### src/hw/rtl/eeat_pkg.sv
// eeat_pkg: shared types and constants for the encoder electrical angle tracker
// holds configuration register indexes, widths, reset values and the config struct
// no dependencies
`timescale 1ns / 1ps

package eeat_pkg;

    localparam int CFG_IDX_BITS  = 3;
    localparam int CFG_DATA_BITS = 15;
    localparam int ERR_BITS      = 16;

    typedef enum logic [CFG_IDX_BITS-1:0] {
        REG_ENCODER_MODULUS  = 3'd0,
        REG_ZERO_OFFSET      = 3'd1,
        REG_WRAP_THRESHOLD   = 3'd2,
        REG_POLE_SPAN        = 3'd3,
        REG_ERROR_STEP       = 3'd4,
        REG_ERROR_THRESHOLD  = 3'd5,
        REG_ERROR_RELOAD     = 3'd6,
        REG_POLE_COUNT       = 3'd7
    } t_reg_idx;

    typedef struct packed {
        logic [14:0] encoder_modulus;
        logic [13:0] zero_offset;
        logic [13:0] wrap_threshold;
        logic [13:0] pole_span;
        logic [13:0] error_step;
        logic [13:0] error_threshold;
        logic [13:0] error_reload;
        logic [7:0]  pole_count;
    } t_cfg;

    localparam t_cfg CFG_RESET = '{
        encoder_modulus: 15'd16384,
        zero_offset:     14'd0,
        wrap_threshold:  14'd4096,
        pole_span:       14'd4096,
        error_step:      14'd0,
        error_threshold: 14'd1,
        error_reload:    14'd1,
        pole_count:      8'd4
    };

endpackage

### src/hw/rtl/eeat_step.sv
// eeat_step: next-state logic for one encoder word
// unwraps the mechanical delta, applies pole wrap, error correction and pole index
// depends on eeat_pkg
`timescale 1ns / 1ps

module eeat_step
    import eeat_pkg::*;
#(
    parameter int ENC_BITS   = 14,
    parameter int ANGLE_BITS = 16,
    parameter int POLE_BITS  = 8
) (
    input  t_cfg                          i_cfg,
    input  logic [ENC_BITS-1:0]           i_mech,
    input  logic [ENC_BITS-1:0]           i_last,
    input  logic signed [ANGLE_BITS-1:0]  i_elec,
    input  logic signed [ERR_BITS-1:0]    i_ferr,
    input  logic [POLE_BITS-1:0]          i_pole,
    output logic signed [ENC_BITS:0]      o_delta,
    output logic signed [ANGLE_BITS-1:0]  o_elec,
    output logic signed [ERR_BITS-1:0]    o_ferr,
    output logic [POLE_BITS-1:0]          o_pole
);

    localparam int XW = ((ENC_BITS > 15) ? ENC_BITS : 15) + 3;
    localparam int SW = ((XW > ANGLE_BITS) ? XW : ANGLE_BITS) + 2;
    localparam int CW = ((ANGLE_BITS > 15) ? ANGLE_BITS : 15) + 2;
    localparam int EW = ERR_BITS + 1;
    localparam int PW = 10;

    logic signed [XW-1:0] d0, d1, mag, half_x, mod_x;
    logic signed [SW-1:0] a0;
    logic signed [ANGLE_BITS-1:0] a1;
    logic signed [CW-1:0] a1_x, th_x, span_x, e2;
    logic signed [ERR_BITS-1:0] f1, f2, step_x, reload_x;
    logic signed [EW-1:0] f1_x, eth_x;
    logic signed [PW-1:0] pc_x, pcnt_x, p;
    logic up, down;

    always_comb begin
        // shortest-path unwrap against half the modulus
        d0     = $signed({{(XW-ENC_BITS){1'b0}}, i_mech}) -
                 $signed({{(XW-ENC_BITS){1'b0}}, i_last});
        mag    = d0[XW-1] ? -d0 : d0;
        half_x = $signed({{(XW-14){1'b0}}, i_cfg.encoder_modulus[14:1]});
        mod_x  = $signed({{(XW-15){1'b0}}, i_cfg.encoder_modulus});
        d1     = d0;
        if (mag > half_x) begin
            d1 = d0[XW-1] ? (d0 + mod_x) : (d0 - mod_x);
        end
        o_delta = d1[ENC_BITS:0];

        // electrical angle wraps in its own width after the add
        a0 = $signed({{(SW-ANGLE_BITS){i_elec[ANGLE_BITS-1]}}, i_elec}) +
             $signed({{(SW-XW){d1[XW-1]}}, d1});
        a1 = a0[ANGLE_BITS-1:0];

        a1_x     = $signed({{(CW-ANGLE_BITS){a1[ANGLE_BITS-1]}}, a1});
        th_x     = $signed({{(CW-14){1'b0}}, i_cfg.wrap_threshold});
        span_x   = $signed({{(CW-14){1'b0}}, i_cfg.pole_span});
        step_x   = $signed({{(ERR_BITS-14){1'b0}}, i_cfg.error_step});
        reload_x = $signed({{(ERR_BITS-14){1'b0}}, i_cfg.error_reload});
        eth_x    = $signed({{(EW-14){1'b0}}, i_cfg.error_threshold});
        pc_x     = $signed({{(PW-POLE_BITS){1'b0}}, i_pole});
        pcnt_x   = $signed({2'b00, i_cfg.pole_count});

        up   = (a1_x > th_x);
        down = (a1_x < -th_x);

        e2   = a1_x;
        f1   = i_ferr;
        f1_x = '0;
        f2   = i_ferr;
        p    = pc_x;

        priority if (up) begin
            e2   = a1_x - span_x;
            f1   = i_ferr + step_x;
            f1_x = $signed({f1[ERR_BITS-1], f1});
            f2   = f1;
            if (f1_x > eth_x) begin
                e2 = e2 + $signed({{(CW-1){1'b0}}, 1'b1});
                f2 = f1 - reload_x;
            end
            p = pc_x + $signed({{(PW-1){1'b0}}, 1'b1});
            if (p >= pcnt_x) begin
                p = p - pcnt_x;
            end
        end else if (down) begin
            e2   = a1_x + span_x;
            f1   = i_ferr - step_x;
            f1_x = $signed({f1[ERR_BITS-1], f1});
            f2   = f1;
            if (f1_x < -eth_x) begin
                e2 = e2 - $signed({{(CW-1){1'b0}}, 1'b1});
                f2 = f1 + reload_x;
            end
            p = pc_x - $signed({{(PW-1){1'b0}}, 1'b1});
            if (p[PW-1]) begin
                p = p + pcnt_x;
            end
        end else begin
            e2 = a1_x;
        end

        o_elec = e2[ANGLE_BITS-1:0];
        o_ferr = f2;
        o_pole = p[POLE_BITS-1:0];
    end

endmodule

### src/hw/rtl/encoder_electrical_angle_tracker.sv
// encoder_electrical_angle_tracker: absolute encoder to electrical angle and pole index
// words pass the input, then the output register; one word per cycle while m_axis_tready
// is high; the offset subtract sits before the input register, the unwrap and wrap logic
// before the output register, where the tracking state is updated as the word moves on
// synchronous active-low reset clears tracking state, valids and loads register defaults
// depends on eeat_pkg and eeat_step
`timescale 1ns / 1ps

module encoder_electrical_angle_tracker
    import eeat_pkg::*;
#(
    parameter int ENC_BITS   = 14,
    parameter int ANGLE_BITS = 16,
    parameter int POLE_BITS  = 8
) (
    input  logic                      i_clk,
    input  logic                      i_rst_n,
    input  logic                      i_cfg_we,
    input  logic [CFG_IDX_BITS-1:0]   i_cfg_idx,
    input  logic [CFG_DATA_BITS-1:0]  i_cfg_data,
    input  logic                      s_axis_tvalid,
    output logic                      s_axis_tready,
    // fields from bit 0: encoder_reading
    input  logic [((ENC_BITS+7)/8)*8-1:0] s_axis_tdata,
    output logic                      m_axis_tvalid,
    input  logic                      m_axis_tready,
    // fields from bit 0: electrical_angle, pole_index, mechanical_angle, angle_delta
    output logic [((ANGLE_BITS+POLE_BITS+2*ENC_BITS+1+7)/8)*8-1:0] m_axis_tdata
);

    localparam int OUT_F = ANGLE_BITS + POLE_BITS + 2 * ENC_BITS + 1;
    localparam int OUT_W = ((OUT_F + 7) / 8) * 8;
    localparam int DW    = ((ENC_BITS > 14) ? ENC_BITS : 14) + 2;

    t_cfg r_cfg;

    logic                         r_in_valid;
    logic [ENC_BITS-1:0]          r_in_mech;
    logic                         r_out_valid;
    logic [OUT_W-1:0]             r_out_data;

    logic [ENC_BITS-1:0]          r_last;
    logic signed [ANGLE_BITS-1:0] r_elec;
    logic signed [ERR_BITS-1:0]   r_ferr;
    logic [POLE_BITS-1:0]         r_pole;

    logic                         advance;
    logic signed [DW-1:0]         diff0, diff1;
    logic [ENC_BITS-1:0]          n_mech;
    logic signed [ENC_BITS:0]     n_delta;
    logic signed [ANGLE_BITS-1:0] n_elec;
    logic signed [ERR_BITS-1:0]   n_ferr;
    logic [POLE_BITS-1:0]         n_pole;

    assign advance       = r_in_valid && (!r_out_valid || m_axis_tready);
    assign s_axis_tready = !r_in_valid || advance;
    assign m_axis_tvalid = r_out_valid;
    assign m_axis_tdata  = r_out_data;

    // offset removal, modulus added back once if negative
    always_comb begin
        diff0 = $signed({{(DW-ENC_BITS){1'b0}}, s_axis_tdata[ENC_BITS-1:0]}) -
                $signed({{(DW-14){1'b0}}, r_cfg.zero_offset});
        diff1 = diff0;
        if (diff0[DW-1]) begin
            diff1 = diff0 + $signed({{(DW-15){1'b0}}, r_cfg.encoder_modulus});
        end
        n_mech = diff1[ENC_BITS-1:0];
    end

    eeat_step #(
        .ENC_BITS   (ENC_BITS),
        .ANGLE_BITS (ANGLE_BITS),
        .POLE_BITS  (POLE_BITS)
    ) u_step (
        .i_cfg   (r_cfg),
        .i_mech  (r_in_mech),
        .i_last  (r_last),
        .i_elec  (r_elec),
        .i_ferr  (r_ferr),
        .i_pole  (r_pole),
        .o_delta (n_delta),
        .o_elec  (n_elec),
        .o_ferr  (n_ferr),
        .o_pole  (n_pole)
    );

    always_ff @(posedge i_clk) begin
        if (!i_rst_n) begin
            r_cfg <= CFG_RESET;
        end else if (i_cfg_we) begin
            unique case (t_reg_idx'(i_cfg_idx))
                REG_ENCODER_MODULUS: r_cfg.encoder_modulus <= i_cfg_data[14:0];
                REG_ZERO_OFFSET:     r_cfg.zero_offset     <= i_cfg_data[13:0];
                REG_WRAP_THRESHOLD:  r_cfg.wrap_threshold  <= i_cfg_data[13:0];
                REG_POLE_SPAN:       r_cfg.pole_span       <= i_cfg_data[13:0];
                REG_ERROR_STEP:      r_cfg.error_step      <= i_cfg_data[13:0];
                REG_ERROR_THRESHOLD: r_cfg.error_threshold <= i_cfg_data[13:0];
                REG_ERROR_RELOAD:    r_cfg.error_reload    <= i_cfg_data[13:0];
                REG_POLE_COUNT:      r_cfg.pole_count      <= i_cfg_data[7:0];
                default:             r_cfg <= r_cfg;
            endcase
        end
    end

    always_ff @(posedge i_clk) begin
        if (!i_rst_n) begin
            r_in_valid <= 1'b0;
        end else if (s_axis_tready) begin
            r_in_valid <= s_axis_tvalid;
        end
        if (s_axis_tready && s_axis_tvalid) begin
            r_in_mech <= n_mech;
        end
    end

    // tracking state moves with the word into the output register
    always_ff @(posedge i_clk) begin
        if (!i_rst_n) begin
            r_out_valid <= 1'b0;
            r_last      <= '0;
            r_elec      <= '0;
            r_ferr      <= '0;
            r_pole      <= '0;
        end else begin
            if (advance) begin
                r_out_valid <= 1'b1;
                r_last      <= r_in_mech;
                r_elec      <= n_elec;
                r_ferr      <= n_ferr;
                r_pole      <= n_pole;
            end else if (m_axis_tready) begin
                r_out_valid <= 1'b0;
            end
        end
        if (advance) begin
            r_out_data <= {{(OUT_W-OUT_F){1'b0}}, n_delta, r_in_mech, n_pole, n_elec};
        end
    end

endmodule

### config.mk
export PLATFORM = sky130hd
export DESIGN_NAME = encoder_electrical_angle_tracker
export DESIGN_NICKNAME = d
export VERILOG_FILES = /design/src/hw/rtl/eeat_pkg.sv /design/src/hw/rtl/eeat_step.sv /design/src/hw/rtl/encoder_electrical_angle_tracker.sv
export SDC_FILE = /design/constraint.sdc
export NUM_CORES = 1
export LEC_CHECK = 0
export BUFFER_PORTS_ARGS = -buffer_cell sky130_fd_sc_hd__buf_2
export CORE_MARGIN = 3
export CORE_UTILIZATION = 53
export DETAILED_ROUTE_END_ITERATION = 7
export GPL_TIMING_DRIVEN = 0
export PLACE_DENSITY_LB_ADDON = 0.05
export SLEW_MARGIN = 5
export SYNTH_ARGS = -nofsm -noshare
export SYNTH_HDL_FRONTEND = slang
export SYNTH_SLANG_ARGS = --single-unit
export TNS_END_PERCENT = 100
### constraint.sdc
create_clock -name i_clk -period 13.17 [get_ports i_clk]
set_input_delay 3.951 -clock i_clk [delete_from_list [all_inputs] [get_ports i_clk]]
set_output_delay 3.951 -clock i_clk [all_outputs]
set_load 0.05 [all_outputs]
# Word-level counts from Yosys, hierarchy flattened
# Cells that the tools add are included.
[classes]
eq_ne = 7
mux = 18
n_reduce_logical = 18
add_sub_neg = 21
order_cmp = 6
[op_table]
columns = ["cell", "n"]
rows = [
  ["2-to-1 mux 16 bit", 10],
  ["adder 16 x 15 -> 16 bit", 3],
  ["subtractor 16 x 15 -> 16 bit", 3],
  ["> comparator 16 x 15 -> 1 bit", 2],
  ["2-to-1 mux 8 bit", 4],
  ["subtractor 14 x 14 -> 15 bit", 2],
  ["> comparator 18 x 15 -> 1 bit", 1],
  ["< comparator 16 x 18 -> 1 bit", 1],
  ["2-to-1 mux 18 bit", 1],
  ["negation 14 -> 18 bit", 1],
  ["negation 15 -> 18 bit", 1],
  ["AND reduction 2 bit", 9],
  ["< comparator 16 x 17 -> 1 bit", 1],
  ["negation 14 -> 17 bit", 1],
  ["adder 15 x 16 -> 16 bit", 1],
  ["adder 16 bit", 1],
  ["adder 16 x 2 -> 16 bit (second input constant)", 1],
  ["subtractor 15 x 16 -> 16 bit", 1],
  ["subtractor 16 x 2 -> 16 bit (second input constant)", 1],
  ["adder 14 bit", 1],
  ["2-to-1 mux 14 bit", 1],
  ["equality test 3 bit (second input constant)", 4],
  ["adder 8 x 1 -> 9 bit (second input constant)", 1],
  ["greater-or-equal comparator 9 x 8 -> 1 bit", 1],
  ["other kinds (11)", 17],
]
[totals]
word_cells = 86
out_inout_bits = 58
in_bits = 39
regBits = 230

# Longest topological paths before layout
[logic_depth]
word_depth = 11
depth_mapped = 45
mapped_depth_nobuf = 42

# Cells and area by module
# A second synthesis with hierarchy kept.
[hier_totals]
hier_cells = 2702
hier_area_um2 = 21240.4
[modules_own_cells]
columns = ["module", "seq_area_each_um2", "area_each_um2", "cells_each", "instances"]
rows = [
  ["eeat_step", 0.0, 11752.5, 1706, 1],
  ["encoder_electrical_angle_tracker", 5275.1, 9487.8, 996, 1],
]

# Worst setup path before layout
# OpenSTA, ideal clock, no wires.
[synth_path]
kind = "flip-flop to flip-flop"
startpoint = "register r_in_mech[0]"
endpoint = "register r_elec[15]"
slack_ps = 3453
t_arrival_ps = 9611
setup_ps = 106
t_required_ps = 13064
synth_period_minus_slack_ps = 9717
path_buffers = 3
path_stages_with_launch = 45
cell_sequence = "edfxtp_1 > inv_1 > ha_1 > inv_1 > fa_1 > a211o_1 > a2111o_1 > a2111oi_0 > nor3_1 > xor2_1 > or3_1 > o31ai_1 > xnor2_1 > ha_1 > a21oi_1 > o21ai_0 > a2111oi_0 > o31ai_1 > [9 not listed] > nand2b_1 > a21oi_1 > o41a_1 > o21ai_0 > nor2b_1 > xnor2_1 > ha_1 > clkbuf_1 > and2_1 > a31oi_1 > o311ai_0 > a2111oi_0 > nand4_1 > nor3_1 > a31oi_1 > a211oi_1 > a211oi_1 > o311ai_0"
[synth_between]
elab_chain_cells = 11
elab_cells_between_ends = 19
classes_between = "9 x add/sub; 3 x order compare; 7 x mux"
[synth_lines]
columns = ["item", "line_no", "source"]
rows = [
  ["from (decl)", "encoder_electrical_angle_tracker.sv:38", "logic [ENC_BITS-1:0] r_in_mech;"],
  ["from (signal assigned)", "encoder_electrical_angle_tracker.sv:113", "r_in_mech <= n_mech;"],
  ["subtractor 14 x 14 -> 15 bit (*)", "eeat_step.sv:42", "d0 = $signed({{(XW-ENC_BITS){1'b0}}, i_mech}) -"],
  ["negation 15 -> 18 bit", "eeat_step.sv:44", "mag = d0[XW-1] ? -d0 : d0;"],
  ["2-to-1 mux 18 bit", "eeat_step.sv:44", ""],
  ["> comparator 18 x 15 -> 1 bit", "eeat_step.sv:48", "if (mag > half_x) begin"],
  ["2-to-1 mux 16 bit (*)", "eeat_step.sv:48", ""],
  ["named net n_delta[0]", "encoder_electrical_angle_tracker.sv:50", "logic signed [ENC_BITS:0] n_delta;"],
  ["adder 16 bit (*)", "eeat_step.sv:54", "a0 = $signed({{(SW-ANGLE_BITS){i_elec[ANGLE_BITS-1]}}, i_elec}) +"],
  ["adder 16 x 15 -> 16 bit", "eeat_step.sv:90", "e2 = a1_x + span_x;"],
  ["subtractor 16 x 2 -> 16 bit", "eeat_step.sv:95", "e2 = e2 - $signed({{(CW-1){1'b0}}, 1'b1});"],
  ["2-to-1 mux 16 bit", "eeat_step.sv:94", "if (f1_x < -eth_x) begin"],
  ["2-to-1 mux 16 bit", "eeat_step.sv:89", "end else if (down) begin"],
  ["2-to-1 mux 16 bit (*)", "eeat_step.sv:76", "priority if (up) begin"],
  ["to (signal assigned)", "encoder_electrical_angle_tracker.sv:129", "r_elec <= n_elec;"],
  ["to (decl)", "encoder_electrical_angle_tracker.sv:43", "logic signed [ANGLE_BITS-1:0] r_elec;"],
]
# Mark *: on every way through the listed nets, which the timed path passes. The rest lies on a longest branch.
# A chain may end at the register's enable or synchronous reset.

# Final worst setup path
[layout_path]
startpoint = "register r_in_mech[0]"
endpoint = "register r_out_data[19] (netlist: m_axis_tdata[19]), data pin"
[layout_between]
elab_chain_cells = 9
elab_cells_between_ends = 13
classes_between = "5 x add/sub; 3 x order compare; 5 x mux"
[layout_lines]
columns = ["item", "line_no", "source"]
rows = [
  ["subtractor 14 x 14 -> 15 bit (*)", "eeat_step.sv:42", ""],
  ["negation 15 -> 18 bit", "eeat_step.sv:44", ""],
  ["2-to-1 mux 18 bit", "eeat_step.sv:44", ""],
  ["> comparator 18 x 15 -> 1 bit", "eeat_step.sv:48", ""],
  ["2-to-1 mux 16 bit (*)", "eeat_step.sv:48", ""],
  ["named net n_delta[0]", "encoder_electrical_angle_tracker.sv:50", ""],
  ["adder 16 bit (*)", "eeat_step.sv:54", ""],
  ["< comparator 16 x 18 -> 1 bit", "eeat_step.sv:68", "down = (a1_x < -th_x);"],
  ["2-to-1 mux 8 bit", "eeat_step.sv:89", ""],
  ["2-to-1 mux 8 bit (*)", "eeat_step.sv:76", ""],
  ["named net n_pole[3]", "encoder_electrical_angle_tracker.sv:53", "logic [POLE_BITS-1:0] n_pole;"],
  ["to (signal assigned)", "encoder_electrical_angle_tracker.sv:137", "r_out_data <= {{(OUT_W-OUT_F){1'b0}}, n_delta, r_in_mech, n_pole, n_elec};"],
  ["to (decl)", "encoder_electrical_angle_tracker.sv:40", "logic [OUT_W-1:0] r_out_data;"],
]
# Marked as above.

==> impl_metrics.ini <==
[outcome]
outcome = complete, no violations

[synthesis]
yosys.area.top_type = dfxtp_1
synth_top_area_share = 0.154
synthFlopType = dfxtp_1
synth_area_um2 = 21200
synth_seq_cells = 230
seq_area_frac_synth = 0.249
syn_inst = 2655
synth_cell_type_count = 91
yosysWarnings = 0
yosysMostFrequentCell = nand2_1
async_reset_ff_frac = 0
synthTopCellsByCount = nand2_1 (385), ha_1 (254), inv_1 (205), nor2_1 (181), dfxtp_1 (163)
synth_area_leaders = dfxtp_1 (15%), ha_1 (15%), edfxtp_1 (9.5%)
postSynthAreaPerCell_um2 = 7.99
synth_edf_count = 67

[die]
start_util = 0.543
ioPinCount = 97
die_height_um = 206
rows = 72
dieArea_um2 = 42500
die_w_um = 206
core_um2 = 39100

[worst_setup_path]
ff2ff_path_depth = 43
critPathRequiredTime_ns = 13.51
r2r_start = r_in_mech[0]
endpoint_kind = flop
worstPathMaxFanout = 10
critPathMaxStageDelay_ns = 0.75
worstSetupPathType = flop to flop
r2r_end = m_axis_tdata[19]
cp_slowest_cell = xnor2_1
cp-start-kind = flop
cp.arrival_ns = 12.62
reg2reg_slack_ns = 0.88

[global_route]
overflow = 0
grt_pass1_wl_um = 105000
track_usage = 0.317
grt_pass1_vias = 18447
antenna_found_initial = 1
grt_max_degree = 63

[placed_design]
gp_congestion = 0.934
hpwl_um = 53700
port_buffers = 81

[clock_network]
cts.clk_slew.worst_paths_ns = 0.06
clock_latency_ns = 0.59
cts_hold_buffers = 0
htreeDepth = 1
cts_max_path_buffers = 3
tritoncts = done
cts_buffers = 28
cts-root-buf = clkbuf_16
clkSinkCount = 230

[timing]
hold_viol_final = 0
fin_crit_sh = 0.933
rsz0062_at_grt = no
clock.fmax_ghz = 0.0814
maxSlewHeadroom = 0.123
skew_ns = 0.0208
setup_violations = 0
whs_ns = 0.455
slew_violations = 0
tns_ns = 0
tightest_slew_ns = 1.30
fin_crit_ns = 12.29

[drt]
vias = 19844
wl_per_cell_um = 20.6
drt_iter0_drc = 1784
viasPerCell = 6.00
routed_wl_um = 68200
drc = 0
dr.pass1.iters = 6
antenna_left = 0

[cells_and_area]
antenna_cells = 0
num-nets-final = 3074
drive_above_1_share = 0.0742
syn2layout_area_growth_pct = 9.87
finish.utilization = 0.596

[hold_path]
whs_endpoint = r_last[12]
hold_path_startpoint = r_last[12]
min_path_type = flop to flop
holdPathStages = 2

[job]
drv_cap = 0
==> state kept, by name, indices dropped and copies added (netlist names) <==
| register | count |
|---|---|
| m_axis_tdata | 53 |
| m_axis_tvalid | 1 |
| r_cfg | 107 |
| r_elec | 16 |
| r_ferr | 16 |
| r_in_mech | 14 |
| r_in_valid | 1 |
| r_last | 14 |
| r_pole | 8 |
==> area by class of cell <==
cell class / count / area, um^2
fillers: 3635 / 15800
multi-input cells: 2110 / 14700
flip-flops and latches: 230 / 5280
clock buffers: 40 / 837
inverters: 206 / 773
well taps: 518 / 648
plain buffers: 111 / 475
repair buffers: 81 / 405
clock inverters: 11 / 165
==> critical path, delay by kind of cell (launching register included) <==
kind	cells	cell delay [ns]
AOI/OAI and AO/OA	21	5.81
xor gates and xnor gates	3	1.61
adders and majority gates	5	1.41
buffers and inverters	5	1.12
DFF	1	0.45
and+or+nand+nor	9	1.60
==> cell families after synthesis <==
group                    after synthesis  share of synthesized area
other                                  1                   0.000177
buffers and inverters                317                     0.0587
AND/OR/NAND/NOR                      892                      0.194
flip-flops                           230                      0.249
XOR/XNOR                             208                     0.0859
multiplexers                          59                     0.0293
adder cells (fa/ha/maj)              267                      0.162
AO/OA/AOI/OAI                        681                      0.221
==> metrics by stage <==
stage	cells	setup WS, ns	area (um^2)
after floorplan	2657	3.45	21200
after global placement	3256	1.08	22300
after detailed placement	3256	0.981	22300
after CTS	3307	0.917	23300
after global routing	3307	0.00263	23300
final	3307	0.883	23300
==> how the worst max path moves through the flow <==
stage | startpoint | to | slack [ns] | cells past startpoint
after floorplan | r_in_mech[0] | r_elec[15] | 3.45 | 44
after global placement | r_in_mech[0] | m_axis_tdata[14] | 1.08 | 42
after detailed placement | r_in_mech[0] | r_elec[15] | 0.98 | 44
after CTS | r_in_mech[0] | r_elec[15] | 0.92 | 44
after global routing | r_in_mech[0] | r_elec[15] | 0.003 | 44
final | r_in_mech[0] | m_axis_tdata[19] | 0.88 | 43
==> what timing repair did <==
| item | CTS | global route |
|---|---|---|
| hold endpoints to repair | 0 | 0 |
| setup endpoints to repair | 0 | 4 |
| gates resized for setup | 0 | 4 |
| setup buffers | 0 | 0 |
==> metal layers <==
metal	part of all wire	track usage	vias up
met5	0	0	-
met4	0.041	0.111	0
met3	0.070	0.0361	145
met2	0.43	0.498	679
met1	0.46	0.452	9369
li1	-	-	9651
==> layout by cell type, fill, tap and decap left out, types with 9 or more instances in the layout <==
cell,n
ha_1,254
nand3_1,51
or3_1,25
nand2b_1,26
fa_1,13
a21oi_1,147
a21o_1,40
a31oi_1,22
edfxtp_1,67
o22ai_1,9
o21a_1,23
o31ai_1,23
xor2_1,58
clkbuf_16,29
clkbuf_1,92
and2_1,15
o211ai_1,21
mux2i_1,36
and3_1,17
o2bb2ai_1,13
o311ai_0,12
or2_2,11
dfxtp_1,163
nand4_1,20
buf_2,85
o41ai_1,12
a21boi_0,101
mux2_2,22
xnor2_1,147
nor4_1,10
nor2_1,181
o21bai_1,22
a211oi_1,29
inv_1,205
nand2_1,385
nor3_1,70
nor2b_1,40
o21ai_0,99
Power is not shown: default switching activity piles up to over one toggle a cycle in this logic, so the estimate is an artifact.
